**src/design/dnp_pkg.sv**
```systemverilog
package dnp_pkg;

  // Defaults for the top-level parameters and the queue depth
  localparam int VALUE_BITS_DEF  = 48;
  localparam int FRAC_DIGITS_DEF = 3;
  localparam int QUEUE_DEPTH     = 2;

  // Fixed field widths
  localparam int CHAR_W     = 8;
  localparam int MAXD_W     = 4;
  localparam int LIMIT_W    = 47;
  localparam int CFG_IDX_W  = 2;
  localparam int CFG_DATA_W = 47;

  localparam logic [MAXD_W-1:0] MAX_DIGITS_RST = 4'd10;

  // Register indexes of the configuration port
  typedef enum logic [CFG_IDX_W-1:0] {
    CFG_MAX_DIGITS = 2'd0,
    CFG_MAX_VALUE  = 2'd1,
    CFG_FRAC_MODE  = 2'd2
  } cfg_index_t;

  // Character codes the parser reacts to
  localparam logic [CHAR_W-1:0] CH_SPACE = 8'h20;
  localparam logic [CHAR_W-1:0] CH_PLUS  = 8'h2b;
  localparam logic [CHAR_W-1:0] CH_MINUS = 8'h2d;
  localparam logic [CHAR_W-1:0] CH_POINT = 8'h2e;
  localparam logic [CHAR_W-1:0] CH_ZERO  = 8'h30;
  localparam logic [CHAR_W-1:0] CH_NINE  = 8'h39;

  // Configuration seen by the front and the back
  typedef struct packed {
    logic [MAXD_W-1:0]  max_digits;
    logic [LIMIT_W-1:0] max_value;
    logic               frac_mode;
  } cfg_t;

  // Power of ten, for elaboration-time constants
  function automatic longint pow10(input int n);
    longint p;
    p = 1;
    for (int i = 0; i < n; i++) begin
      p = p * 10;
    end
    return p;
  endfunction

endpackage

```
**src/design/dnp_front.sv**
```systemverilog
module dnp_front #(
  parameter int VALUE_BITS  = dnp_pkg::VALUE_BITS_DEF,
  parameter int FRAC_DIGITS = dnp_pkg::FRAC_DIGITS_DEF,
  localparam int MAG_W   = VALUE_BITS - 1,
  localparam int FRAC_W  = $clog2(dnp_pkg::pow10(FRAC_DIGITS)),
  localparam int ENTRY_W = MAG_W + FRAC_W + 2 + dnp_pkg::CHAR_W
) (
  input  logic                        clk,
  input  logic                        rst,
  input  dnp_pkg::cfg_t               cfg,
  input  logic                        in_valid,
  output logic                        in_ready,
  input  logic [dnp_pkg::CHAR_W-1:0]  ch,
  output logic                        push,
  output logic [ENTRY_W-1:0]          push_data,
  input  logic                        full
);
  import dnp_pkg::*;

  localparam int PROD_W = MAG_W + 4;
  localparam int CNT_W  = MAXD_W + 1;
  localparam int FCNT_W = $clog2(FRAC_DIGITS + 1);

  typedef enum logic [2:0] {PH_IDLE, PH_MINUS, PH_PLUS, PH_INT, PH_FRAC} phase_t;

  typedef struct packed {
    logic [MAG_W-1:0]  mag;
    logic [FRAC_W-1:0] frac;
    logic              err;
    logic              neg;
    logic [CHAR_W-1:0] stop;
  } entry_t;

  // Weight of the next fraction digit: 10^(FRAC_DIGITS-1-n)
  function automatic logic [FRAC_W-1:0] frac_weight(input logic [FCNT_W-1:0] n);
    logic [FRAC_W-1:0] w;
    w = FRAC_W'(1);
    for (int i = 0; i < FRAC_DIGITS - 1; i++) begin
      if (i + int'(n) < FRAC_DIGITS - 1) w = FRAC_W'(w * 10);
    end
    return w;
  endfunction

  phase_t            phase, phase_next;
  logic [MAG_W-1:0]  mag, mag_next;
  logic [CNT_W-1:0]  dcnt, dcnt_next;
  logic              neg, neg_next;
  logic [FRAC_W-1:0] frac, frac_next;
  logic [FCNT_W-1:0] fcnt, fcnt_next;

  logic              accept;
  logic              is_digit;
  logic [3:0]        d;
  logic [PROD_W-1:0] prod;
  logic              sat;
  logic [CNT_W-1:0]  dcnt_inc;
  logic              over_cnt;
  logic [FRAC_W-1:0] frac_add;
  logic              emit;
  entry_t            ent;

  assign in_ready = !full;
  assign accept   = in_valid && in_ready;

  // Classify the character and prepare the digit updates
  assign is_digit = (ch >= CH_ZERO) && (ch <= CH_NINE);
  assign d        = is_digit ? ch[3:0] : 4'd0;
  assign prod     = (PROD_W'(mag) << 3) + (PROD_W'(mag) << 1) + PROD_W'(d);
  assign sat      = |prod[PROD_W-1:MAG_W];
  assign dcnt_inc = dcnt + 1'b1;
  assign over_cnt = dcnt_inc > {1'b0, cfg.max_digits};
  assign frac_add = frac + FRAC_W'(frac_weight(fcnt) * d);

  // Next state and the word for the queue
  always_comb begin
    phase_next = phase;
    mag_next   = mag;
    dcnt_next  = dcnt;
    neg_next   = neg;
    frac_next  = frac;
    fcnt_next  = fcnt;
    emit       = 1'b0;
    ent.mag    = mag;
    ent.frac   = '0;
    ent.err    = 1'b0;
    ent.neg    = neg;
    ent.stop   = ch;
    if (accept) begin
      unique case (phase)
        PH_FRAC: begin
          if (is_digit) begin
            if (fcnt < FCNT_W'(FRAC_DIGITS)) begin
              frac_next = frac_add;
              fcnt_next = FCNT_W'(fcnt + 1'b1);
            end
          end else begin
            emit     = 1'b1;
            ent.frac = frac;
          end
        end
        default: begin
          if (is_digit) begin
            if (sat) begin
              emit     = 1'b1;
              ent.mag  = '1;
              ent.err  = 1'b1;
              ent.stop = '0;
            end else begin
              mag_next   = prod[MAG_W-1:0];
              phase_next = PH_INT;
              dcnt_next  = dcnt_inc;
              if (over_cnt) begin
                emit     = 1'b1;
                ent.mag  = prod[MAG_W-1:0];
                ent.err  = 1'b1;
                ent.stop = '0;
              end
            end
          end else if (ch == CH_POINT && cfg.frac_mode) begin
            phase_next = PH_FRAC;
            frac_next  = '0;
            fcnt_next  = '0;
          end else if (phase == PH_IDLE && ch == CH_SPACE) begin
            phase_next = PH_IDLE;
          end else if (phase == PH_IDLE && ch == CH_MINUS) begin
            neg_next   = 1'b1;
            phase_next = PH_MINUS;
          end else if ((phase == PH_IDLE || phase == PH_MINUS) && ch == CH_PLUS) begin
            phase_next = PH_PLUS;
          end else begin
            emit = 1'b1;
          end
        end
      endcase
      // Drop the finished number
      if (emit) begin
        phase_next = PH_IDLE;
        mag_next   = '0;
        dcnt_next  = '0;
        neg_next   = 1'b0;
        frac_next  = '0;
        fcnt_next  = '0;
      end
    end
  end

  assign push      = emit;
  assign push_data = ent;

  // Hold parser state
  always_ff @(posedge clk) begin
    if (rst) begin
      phase <= PH_IDLE;
      mag   <= '0;
      dcnt  <= '0;
      neg   <= 1'b0;
      frac  <= '0;
      fcnt  <= '0;
    end else begin
      phase <= phase_next;
      mag   <= mag_next;
      dcnt  <= dcnt_next;
      neg   <= neg_next;
      frac  <= frac_next;
      fcnt  <= fcnt_next;
    end
  end

  a_fcnt_bound: assert property (@(posedge clk) disable iff (rst)
    fcnt <= FCNT_W'(FRAC_DIGITS))
    else $error("fraction digit count beyond limit");

  a_clear_after_emit: assert property (@(posedge clk) disable iff (rst)
    (accept && emit) |=> (phase == PH_IDLE && mag == '0 && !neg && dcnt == '0))
    else $error("number state not cleared after a result");

endmodule

```
**src/design/dnp_queue.sv**
```systemverilog
module dnp_queue #(
  parameter int DATA_W = 8,
  parameter int DEPTH  = dnp_pkg::QUEUE_DEPTH
) (
  input  logic              clk,
  input  logic              rst,
  input  logic              push,
  input  logic [DATA_W-1:0] push_data,
  output logic              full,
  input  logic              pop,
  output logic              pop_valid,
  output logic [DATA_W-1:0] pop_data
);
  import dnp_pkg::*;

  localparam int PTR_W = (DEPTH > 1) ? $clog2(DEPTH) : 1;
  localparam int CNT_W = $clog2(DEPTH + 1);

  logic [DATA_W-1:0] mem [DEPTH];
  logic [PTR_W-1:0]  wptr, rptr;
  logic [CNT_W-1:0]  count;

  assign full      = (count == CNT_W'(DEPTH));
  assign pop_valid = (count != '0);
  assign pop_data  = mem[rptr];

  // Store pushed words
  always_ff @(posedge clk) begin
    if (push) mem[wptr] <= push_data;
  end

  // Advance pointers and fill count
  always_ff @(posedge clk) begin
    if (rst) begin
      wptr  <= '0;
      rptr  <= '0;
      count <= '0;
    end else begin
      if (push) wptr <= (wptr == PTR_W'(DEPTH - 1)) ? '0 : PTR_W'(wptr + 1'b1);
      if (pop)  rptr <= (rptr == PTR_W'(DEPTH - 1)) ? '0 : PTR_W'(rptr + 1'b1);
      case ({push, pop})
        2'b10:   count <= CNT_W'(count + 1'b1);
        2'b01:   count <= CNT_W'(count - 1'b1);
        default: count <= count;
      endcase
    end
  end

  a_no_overflow: assert property (@(posedge clk) disable iff (rst) push |-> !full)
    else $error("push into full queue");

  a_count_bound: assert property (@(posedge clk) disable iff (rst)
    (count <= CNT_W'(DEPTH)) && (!pop || pop_valid))
    else $error("queue count out of range or pop from empty");

endmodule

```
**src/design/dnp_back.sv**
```systemverilog
module dnp_back #(
  parameter int VALUE_BITS  = dnp_pkg::VALUE_BITS_DEF,
  parameter int FRAC_DIGITS = dnp_pkg::FRAC_DIGITS_DEF,
  localparam int MAG_W   = VALUE_BITS - 1,
  localparam int FRAC_W  = $clog2(dnp_pkg::pow10(FRAC_DIGITS)),
  localparam int ENTRY_W = MAG_W + FRAC_W + 2 + dnp_pkg::CHAR_W
) (
  input  logic                          clk,
  input  logic                          rst,
  input  dnp_pkg::cfg_t                 cfg,
  input  logic                          q_valid,
  input  logic [ENTRY_W-1:0]            q_data,
  output logic                          q_pop,
  output logic                          out_valid,
  input  logic                          out_ready,
  output logic signed [VALUE_BITS-1:0]  value,
  output logic                          range_error,
  output logic [dnp_pkg::CHAR_W-1:0]    stop_char
);
  import dnp_pkg::*;

  localparam longint SCALE   = pow10(FRAC_DIGITS);
  localparam int     SCALE_W = $clog2(SCALE + 1);
  localparam int     SUM_W   = MAG_W + SCALE_W;
  localparam int     CMP_W   = (MAG_W > LIMIT_W) ? MAG_W : LIMIT_W;

  typedef struct packed {
    logic [MAG_W-1:0]  mag;
    logic [FRAC_W-1:0] frac;
    logic              err;
    logic              neg;
    logic [CHAR_W-1:0] stop;
  } entry_t;

  entry_t            q;
  logic              a_valid;
  logic              a_ready, b_ready;
  logic [SUM_W-1:0]  a_sum;
  logic              a_err, a_neg;
  logic [CHAR_W-1:0] a_stop;

  logic              lim_err;
  logic [SUM_W-1:0]  scaled;
  logic              over;
  logic [MAG_W-1:0]  mag_fin;
  logic [VALUE_BITS-1:0] mag_ext;

  assign q       = q_data;
  assign b_ready = !out_valid || out_ready;
  assign a_ready = !a_valid || b_ready;
  assign q_pop   = q_valid && a_ready;

  // Stage A: limit check and scaling
  assign lim_err = (cfg.max_value != '0) && (CMP_W'(q.mag) > CMP_W'(cfg.max_value));
  assign scaled  = SUM_W'(q.mag) * SUM_W'(SCALE) + SUM_W'(q.frac);

  // Stage B: saturate and apply the sign
  assign over    = a_sum > SUM_W'({MAG_W{1'b1}});
  assign mag_fin = over ? '1 : a_sum[MAG_W-1:0];
  assign mag_ext = {1'b0, mag_fin};

  // Advance stage valids
  always_ff @(posedge clk) begin
    if (rst) begin
      a_valid   <= 1'b0;
      out_valid <= 1'b0;
    end else begin
      if (a_ready) a_valid   <= q_valid;
      if (b_ready) out_valid <= a_valid;
    end
  end

  // Load stage payloads
  always_ff @(posedge clk) begin
    if (q_pop) begin
      a_sum  <= cfg.frac_mode ? scaled : SUM_W'(q.mag);
      a_err  <= q.err || lim_err;
      a_neg  <= q.neg;
      a_stop <= q.stop;
    end
    if (b_ready && a_valid) begin
      value       <= a_neg ? -mag_ext : mag_ext;
      range_error <= a_err || over;
      stop_char   <= a_stop;
    end
  end

  a_stage_hold: assert property (@(posedge clk) disable iff (rst)
    (a_valid && !b_ready) |=> (a_valid && $stable(a_sum) && $stable(a_stop)))
    else $error("stage A lost its word while the output stalled");

endmodule

```
**src/design/decimal_number_parser_unit.sv**
```systemverilog
// Streaming ASCII decimal parser. One character is taken per cycle on the ch channel
// while the queue is not full; leading spaces are skipped, an optional '-' and then an
// optional '+' are taken, and digits build up a magnitude. The first character that
// does not continue the number ends it and comes back as stop_char with the signed
// value and range_error; a digit that pushes the count past max_digits (or the
// magnitude past its range) ends the number at once with range_error set and stop_char
// zero. With frac_mode set, value is in units of 10^-FRAC_DIGITS and a '.' starts a
// fraction. The sustained rate is one character per cycle while the queue is not full,
// set by the per-character multiply-by-ten and add in the front parser; a result passes
// through the queue, the scaling stage, then the sign and output register before it is
// presented at the output. A two-word queue lets the parser keep taking characters
// while results wait at the output. Configuration writes are taken in every cycle.
module decimal_number_parser_unit #(
  parameter int VALUE_BITS  = dnp_pkg::VALUE_BITS_DEF,
  parameter int FRAC_DIGITS = dnp_pkg::FRAC_DIGITS_DEF
) (
  input  logic                           clk,
  input  logic                           rst,
  input  logic                           cfg_valid,
  output logic                           cfg_ready,
  input  logic [dnp_pkg::CFG_IDX_W-1:0]  cfg_index,
  input  logic [dnp_pkg::CFG_DATA_W-1:0] cfg_data,
  input  logic                           in_valid,
  output logic                           in_ready,
  input  logic [dnp_pkg::CHAR_W-1:0]     ch,
  output logic                           out_valid,
  input  logic                           out_ready,
  output logic signed [VALUE_BITS-1:0]   value,
  output logic                           range_error,
  output logic [dnp_pkg::CHAR_W-1:0]     stop_char
);
  import dnp_pkg::*;

  localparam int MAG_W   = VALUE_BITS - 1;
  localparam int FRAC_W  = $clog2(pow10(FRAC_DIGITS));
  localparam int ENTRY_W = MAG_W + FRAC_W + 2 + CHAR_W;

  cfg_t               cfg;
  logic               push, full;
  logic [ENTRY_W-1:0] push_data;
  logic               q_pop, q_valid;
  logic [ENTRY_W-1:0] q_data;

  assign cfg_ready = 1'b1;

  // Hold configuration registers
  always_ff @(posedge clk) begin
    if (rst) begin
      cfg.max_digits <= MAX_DIGITS_RST;
      cfg.max_value  <= '0;
      cfg.frac_mode  <= 1'b0;
    end else if (cfg_valid) begin
      unique case (cfg_index)
        CFG_MAX_DIGITS: cfg.max_digits <= cfg_data[MAXD_W-1:0];
        CFG_MAX_VALUE:  cfg.max_value  <= cfg_data[LIMIT_W-1:0];
        CFG_FRAC_MODE:  cfg.frac_mode  <= cfg_data[0];
        default:        cfg            <= cfg;
      endcase
    end
  end

  dnp_front #(
    .VALUE_BITS  (VALUE_BITS),
    .FRAC_DIGITS (FRAC_DIGITS)
  ) u_front (
    .clk       (clk),
    .rst       (rst),
    .cfg       (cfg),
    .in_valid  (in_valid),
    .in_ready  (in_ready),
    .ch        (ch),
    .push      (push),
    .push_data (push_data),
    .full      (full)
  );

  dnp_queue #(
    .DATA_W (ENTRY_W)
  ) u_queue (
    .clk       (clk),
    .rst       (rst),
    .push      (push),
    .push_data (push_data),
    .full      (full),
    .pop       (q_pop),
    .pop_valid (q_valid),
    .pop_data  (q_data)
  );

  dnp_back #(
    .VALUE_BITS  (VALUE_BITS),
    .FRAC_DIGITS (FRAC_DIGITS)
  ) u_back (
    .clk         (clk),
    .rst         (rst),
    .cfg         (cfg),
    .q_valid     (q_valid),
    .q_data      (q_data),
    .q_pop       (q_pop),
    .out_valid   (out_valid),
    .out_ready   (out_ready),
    .value       (value),
    .range_error (range_error),
    .stop_char   (stop_char)
  );

endmodule
```
**config.mk**
```make
export PLATFORM = sky130hd
export DESIGN_NAME = decimal_number_parser_unit
export DESIGN_NICKNAME = d
export VERILOG_FILES = /design/src/design/dnp_pkg.sv /design/src/design/dnp_front.sv /design/src/design/dnp_queue.sv /design/src/design/dnp_back.sv /design/src/design/decimal_number_parser_unit.sv
export SDC_FILE = /design/constraint.sdc
export NUM_CORES = 1
export LEC_CHECK = 0
export BUFFER_PORTS_ARGS = -buffer_cell sky130_fd_sc_hd__clkbuf_2
export CAP_MARGIN = 20
export CORE_MARGIN = 4
export CORE_UTILIZATION = 50
export CTS_CLUSTER_DIAMETER = 40
export CTS_CLUSTER_SIZE = 25
export DETAILED_ROUTE_END_ITERATION = 10
export PLACE_DENSITY_LB_ADDON = 0.12
export SYNTH_ARGS = -nofsm -noshare
export SYNTH_HDL_FRONTEND = slang
export SYNTH_HIERARCHICAL = 1
export SYNTH_SLANG_ARGS = --single-unit
```
**constraint.sdc**
```tcl
create_clock -name clk -period 15.4 [get_ports clk]
set_input_delay 0.77 -clock clk [delete_from_list [all_inputs] [get_ports clk]]
set_output_delay 0.77 -clock clk [all_outputs]
set_load 0.01 [all_outputs]
```
Yosys cells after proc, flatten, opt, wreduce, memory -nomap -nowiden:

Memory sizes are Yosys's and may differ from the RTL's. A register that Yosys moved wholly into a read port is not among the register bits.
Cells that the tools add are included.

* multipliers: 3
* shift operators: 0
* muxes and demuxes: 72
* div/mod/pow operators: 0
* reduce and logical (&&, ||, !) cells: 34
* equality and inequality tests: 20
* order comparisons: 8
* add/subtract/negate cells: 12
* bitwise logic cells: 0

Operator list (count)
* 2-to-1 mux 47 bit: 11
* 2-to-1 mux 10 bit: 9
* 2-to-1 mux 58 bit: 1
* adder 57 x 10 -> 57 bit: 1
* > comparator 57 x 47 -> 1 bit, second input constant: 1
* multiplier 47 x 7 -> 54 bit, second input constant: 1
* adder 50 x 48 -> 51 bit: 1
* adder 51 x 4 -> 51 bit: 1
* negator 47 -> 48 bit: 1
* > comparator 47 bit: 1
* nonzero test 47 bit: 1
* 2-to-1 mux 8 bit: 5
* equality test 8 x 6 -> 1 bit, second input constant: 4
* less-than comparator 32 x 3 -> 1 bit, second input constant: 1
* 2-to-1 mux 1 bit: 25
* 2-to-1 mux 3 bit: 8
* 2-to-1 mux 5 bit: 4
* 2-to-1 mux 2 bit: 6
* adder 10 bit: 1
* multiplier 10 x 3 -> 9 bit, second input constant: 1
* multiplier 10 x 4 -> 10 bit: 1
* logical AND 1 bit: 9
* inequality test 3 bit, second input constant: 3
* >= comparator 8 x 6 -> 1 bit, second input constant: 1
* other kinds (29): 51

* register bits: 250
* output and inout bits: 60
* logic and storage cells: 173
* memories: 1
* ROM bits: 0
* bits in writable memories: 134
* bits in latches: 0
* input bits: 62

Memory list
* u_queue.mem: words 2, bits a word 67, rd ports 1, clocked after Yosys merged registers in 1, wr ports 1, RTL line dnp_queue.sv:19 `logic [DATA_W-1:0] mem [DEPTH];`

Depth between registers and ports, before layout:

* depth after elaboration: 13
* mapped depth: 24
* depth with buffers taken out: 21

By module:

Netlist, hierarchy kept.

Modules (own cells, without submodules)
* dnp_back: cells an instance 1808, instances 1, area each 16898.7 sq um, sequential area each 3763.6 sq um
* dnp_front: cells an instance 933, instances 1, area each 7676.1 sq um, sequential area each 1361.3 sq um
* dnp_queue: cells an instance 230, instances 1, area each 5031.1 sq um, sequential area each 4124.0 sq um
* decimal_number_parser_unit: cells an instance 228, instances 1, area each 2331.0 sq um, sequential area each 1041.0 sq um

Worst setup path before layout:

OpenSTA, ideal clock, no wires.

* kind: input-to-reg
* start point: input ch[2] (netlist name)
* end point: memory u_queue/mem[0][0] (netlist name), enable pin
* stages on the path: 20
* data required time: 14908 ps
* setup slack: 7680 ps
* buffers on the path: 3
* library setup time: 492 ps
* data arrival time: 7228 ps
* cell sequence: clkbuf_1 o21ai_0 and3_1 clkbuf_1 clkbuf_1 nand2_1 fa_1 inv_1 fa_1 a21o_1 a221oi_2 or3_1 a31oi_1 o21ai_1 mux2i_1 nand4_1 o21ai_0 a21oi_1 inv_1 nor2_1

* longest elaborated chain between the ends: 12
* elaborated cells between the ends (all ways): 26
* those cells by class: add/sub (1); order compare (2); eq/ne (4); mux (13); reduce/logical (6)

Ends and longest elaborated chain
* start, declared: RTL line decimal_number_parser_unit.sv:25 `input logic [dnp_pkg::CHAR_W-1:0] ch,`
* >= comparator 8 x 6 -> 1 bit, or another cell as far along: RTL line dnp_front.sv:66 `assign is_digit = (ch >= CH_ZERO) && (ch <= CH_NINE);`
* logical AND 1 bit, on equally long branches: RTL line dnp_front.sv:66, dnp_front.sv:128
* 2-to-1 mux 4 bit / 2-to-1 mux 1 bit (equally long branches): RTL line dnp_front.sv:67, dnp_front.sv:128
* adder 51 x 4 -> 51 bit / 2-to-1 mux 1 bit (equally long branches): RTL line dnp_front.sv:68, dnp_front.sv:125
* OR reduction 4 bit / 2-to-1 mux 1 bit (equally long branches): RTL line dnp_front.sv:69, dnp_front.sv:123
* 2-to-1 mux 1 bit, on equally long branches: RTL line dnp_front.sv:103, dnp_front.sv:119
* 2-to-1 mux 1 bit: RTL line dnp_front.sv:102 `if (is_digit) begin`
* 2-to-1 mux 1 bit *: RTL line dnp_front.sv:89 `unique case (phase)`
* 2-to-1 mux 1 bit * (2 in series): RTL line dnp_front.sv:88 `if (accept) begin`
* net push: RTL line decimal_number_parser_unit.sv:39 `logic push, full;`
* 2-to-1 mux 1 bit *: RTL line dnp_queue.sv:29 `if (push) mem[wptr] <= push_data;`
* 2-to-1 mux 1 bit (implied by the code) *: RTL line dnp_queue.sv:29
* end, declared: RTL line dnp_queue.sv:19

The timed path passes the listed nets; every way through them passes the cells marked *. The select of a mux whose other input is x is not followed.

==> results.py <==
metrics = {
    "run_status": {
        "status": "completed",
    },
    "timing": {
        "drv_slew": 0,
        "hold_viol_final": 0,
        "setup_tns_ns": 0,
        "grt_setup_unrepaired": "no",
        "skew_ns": 0.06033,
        "worst_pin_slew_ns": 1.049,
        "period_share_pct": 55.19,
        "setup_viol_count_final": 0,
        "fin_crit_ns": 8.499,
        "relSlewSlack_pct": 30.07,
        "clock.fmax_mhz": 117.7,
    },
    "drt": {
        "first_iter_violations": 1632,
        "firstDrtPassIters": 8,
        "ant_nets": 0,
        "wl_per_cell_um": 22.50,
        "via_per_inst": 5.867,
        "vias": 24460,
        "drc": 0,
        "drt_wl_total_mm": 93.80,
    },
    "clock_tree": {
        "cts_buffer_depth": 3,
        "cts_tree": "built",
        "numCtsBuffers": 60,
        "cts_resized": 0,
        "cts.htree.levels": 2,
        "clk_pin_slew_ns": 0.07,
        "cts-root-buf": "clkbuf_16",
        "worstSkewPairLatency_ns": 0.66,
        "postCtsSetupRepairBufs": 0,
        "cts.sinks": 385,
        "ctsHoldBuffers": 0,
    },
    "critical_path": {
        "slowest_stage": "dfxtp_2",
        "slowest_delay_ns": 0.81,
        "critPathKind": "flop to flop",
        "end_kind": "flop",
        "crit_chain": "buf_4 -> mux2_2 -> inv_1 -> fa_1 -> fa_1 -> fa_1 -> fa_1 -> inv_1 -> ha_1 -> nand2_1 -> o21ai_0 -> mux2_2 -> a311oi_2 -> o211ai_1 -> nor3_2 -> nand4_1 -> or2_0 -> or4_1 -> or3_1 -> a21oi_1",
        "crit_fanout": 40,
        "cp_common_cell": "fa_1",
        "start_kind": "flop",
        "crit_arrival_ns": 8.95,
        "crit_required_ns": 15.85,
        "timing.critical_path.buf_inv": 3,
        "crit_family": "adder cells",
    },
    "floorplanning": {
        "die_area_mm2": 0.06798,
        "design.core.area_mm2": 0.06320,
        "die_x_um": 260.7,
        "row_count": 92,
        "num_io_pins": 122,
        "die_h_um": 260.7,
        "start_util_pct": 50.54,
    },
    "yosys": {
        "netlist_area_mm2": 0.03194,
        "synth.net_count": 3747,
        "synth-edff-count": 258,
        "syn_inst": 3199,
        "synth_flop_cell": "edfxtp_1",
        "synth_cell_type_count": 108,
        "synthArstFlopShare_pct": 0,
        "avgSynthCellArea_um2": 9.983,
        "synth_warnings": 6,
        "synth-seq-cells": 385,
        "seq_area_frac_synth_pct": 32.22,
    },
    "global_routing": {
        "grt_util_all_layers_pct": 27.60,
        "grt_overflow": 0,
        "grt_max_degree": 102,
        "grt_pass1_wl_mm": 145.9,
        "grt_pass1_vias": 24980,
        "antenna_found_initial": 1,
    },
    "run": {
        "cap_violations": 0,
    },
    "cells_and_area": {
        "fin_nets": 3817,
        "synthToLayoutAreaGrowth_pct": 10.21,
        "drive_gt1_share_pct": 11.56,
        "n_fill_cell": 5542,
    },
    "hold_path": {
        "worst_hold_path_type": "input pin to flop",
    },
    "placement": {
        "place.gp.congestion": 0.9737,
        "portBuffers": 120,
        "dp_hpwl_mm": 74.95,
    },
}
==> state kept, by name (all words and copies together), names as in the netlist, 3 cells and up, named ones only <==
signal and cells:
u_back/value 48, u_back/stop_char 8, cfg 52, u_front/mag 47, u_front/frac 10, u_front/phase 3, u_queue/mem 134, u_front/dcnt 5
u_back/a_stop 8, u_back/a_sum 57
==> placed cells by master (no fill, tap or decap), types with 89 or more instances in the layout <==
cell type  netlist  routed
clkbuf_2         2     119
nor2_1         193     191
nand2_1        176     176
xnor2_1         89      89
inv_1          365     365
dfxtp_1        127     125
o21ai_0        121     121
fa_1           194     194
nand2b_1       116     116
edfxtp_1       258     258
ha_1           292     292
a21oi_1        185     185
==> cell families (layout without fill, tap and decap cells) <==
group                      Yosys count  count (layout)  share of synthesized area [%]
DFF                                385             385                          32.22
and+or+nand+nor                    847             847                          14.08
buffers and inverters              492             614                          6.304
xor gates and xnor gates           151             151                          4.188
muxes                              130             130                          4.353
AOI/OAI and AO/OA                  707             707                          15.24
other                                1               3                        0.01174
adders and majority gates          486             486                          23.60
==> metrics by stage <==
step / hold slack [ns] / utilization, % / setup slack, ns / instances / area (um^2)
2_1_floorplan: 0.4003 / - / 7.680 / 3199 / 31940
3_3_place_gp: 0.4030 / 52.38 / 7.095 / 4052 / 33100
3_5_place_dp: 0.4124 / 52.38 / 7.025 / 4052 / 33100
4_1_cts: 0.3178 / 55.68 / 6.948 / 4166 / 35190
5_1_grt: 0.3299 / 55.69 / 6.378 / 4167 / 35190
6_report: 0.3606 / 55.70 / 6.901 / 4169 / 35200
==> worst reg2reg max path, stage by stage (launching register included) <==
cell and delay [ns]:
dfxtp_2 0.81, buf_4 0.59, mux2_2 0.48, inv_1 0.24
fa_1 0.50, fa_1 0.55, fa_1 0.45, fa_1 0.51
inv_1 0.04, ha_1 0.52, nand2_1 0.12, o21ai_0 0.68
mux2_2 0.43, a311oi_2 0.30, o211ai_1 0.21, nor3_2 0.22
nand4_1 0.14, or2_0 0.37, or4_1 0.61, or3_1 0.33
a21oi_1 0.16
==> final timing paths <==
check                                 startpoint                  end  slack (ns)  cells past startpoint
worst max-delay path                        flop     u_back/a_sum[52]        6.90                     20
worst min-delay path                cfg_data[11]              cfg[12]        0.36                      3
worst max register to register              flop     u_back/a_sum[52]        6.90                     20
worst min register to register  u_back/a_stop[1]  u_back/stop_char[1]        0.42                      0
==> routing by layer <==
metal	track usage [%]	share of wire (%)
met1	35.72	43
met2	47.21	48
met3	3.542	4.4
met4	10.71	4.4
met5	0	0
==> Yosys cell counts (9+ instances only) <==
library cell	count	area, um^2
a21boi_0	11	82.58
nor3_1	71	355.3
o21bai_1	13	97.59
a21o_1	60	450.4
inv_1	365	1370
and3_1	18	112.6
fa_1	194	3884
xnor2_1	89	779.5
mux2_2	71	799.5
xor2_1	60	525.5
nand3_1	40	200.2
a21oi_1	185	925.9
o21ai_1	21	105.1
nor2_1	193	724.4
edfxtp_1	258	7747
mux2i_1	59	590.6
nand2b_1	116	725.7
and4_1	9	78.83
o31ai_1	18	135.1
o211a_1	9	90.09
dfxtp_1	127	2542
o311ai_0	21	183.9
clkbuf_1	58	217.7
ha_1	292	3654
or3_1	31	193.9
nand2_1	176	660.6
o32ai_1	9	78.83
o211ai_1	16	120.1
a2bb2oi_1	10	87.58
or4_1	10	75.07
o21a_1	18	135.1
nor2b_1	23	143.9
nand4_1	55	344.1
o21ai_0	121	605.6
buf_2	44	220.2
a22o_1	35	306.5
nor4_1	34	212.7
buf_6	9	101.4
a31oi_1	17	106.4
and2_1	17	106.4
a211oi_1	12	90.09
o22a_1	40	350.3
==> cell type report <==
type	count	area, um^2	share of cell area, %
inverters	366	1374	3.903
flip-flops and latches	385	10290	29.24
repair buffers	134	708.2	2.012
well taps	846	1059	3.007
clock inverters	45	516.7	1.468
clock buffers	69	1567	4.450
diodes	2	5.005	0.01422
multi-input cells	2322	19680	55.90
Power is not shown: default switching activity piles up to over one toggle a cycle in this logic, so the estimate is an artifact.
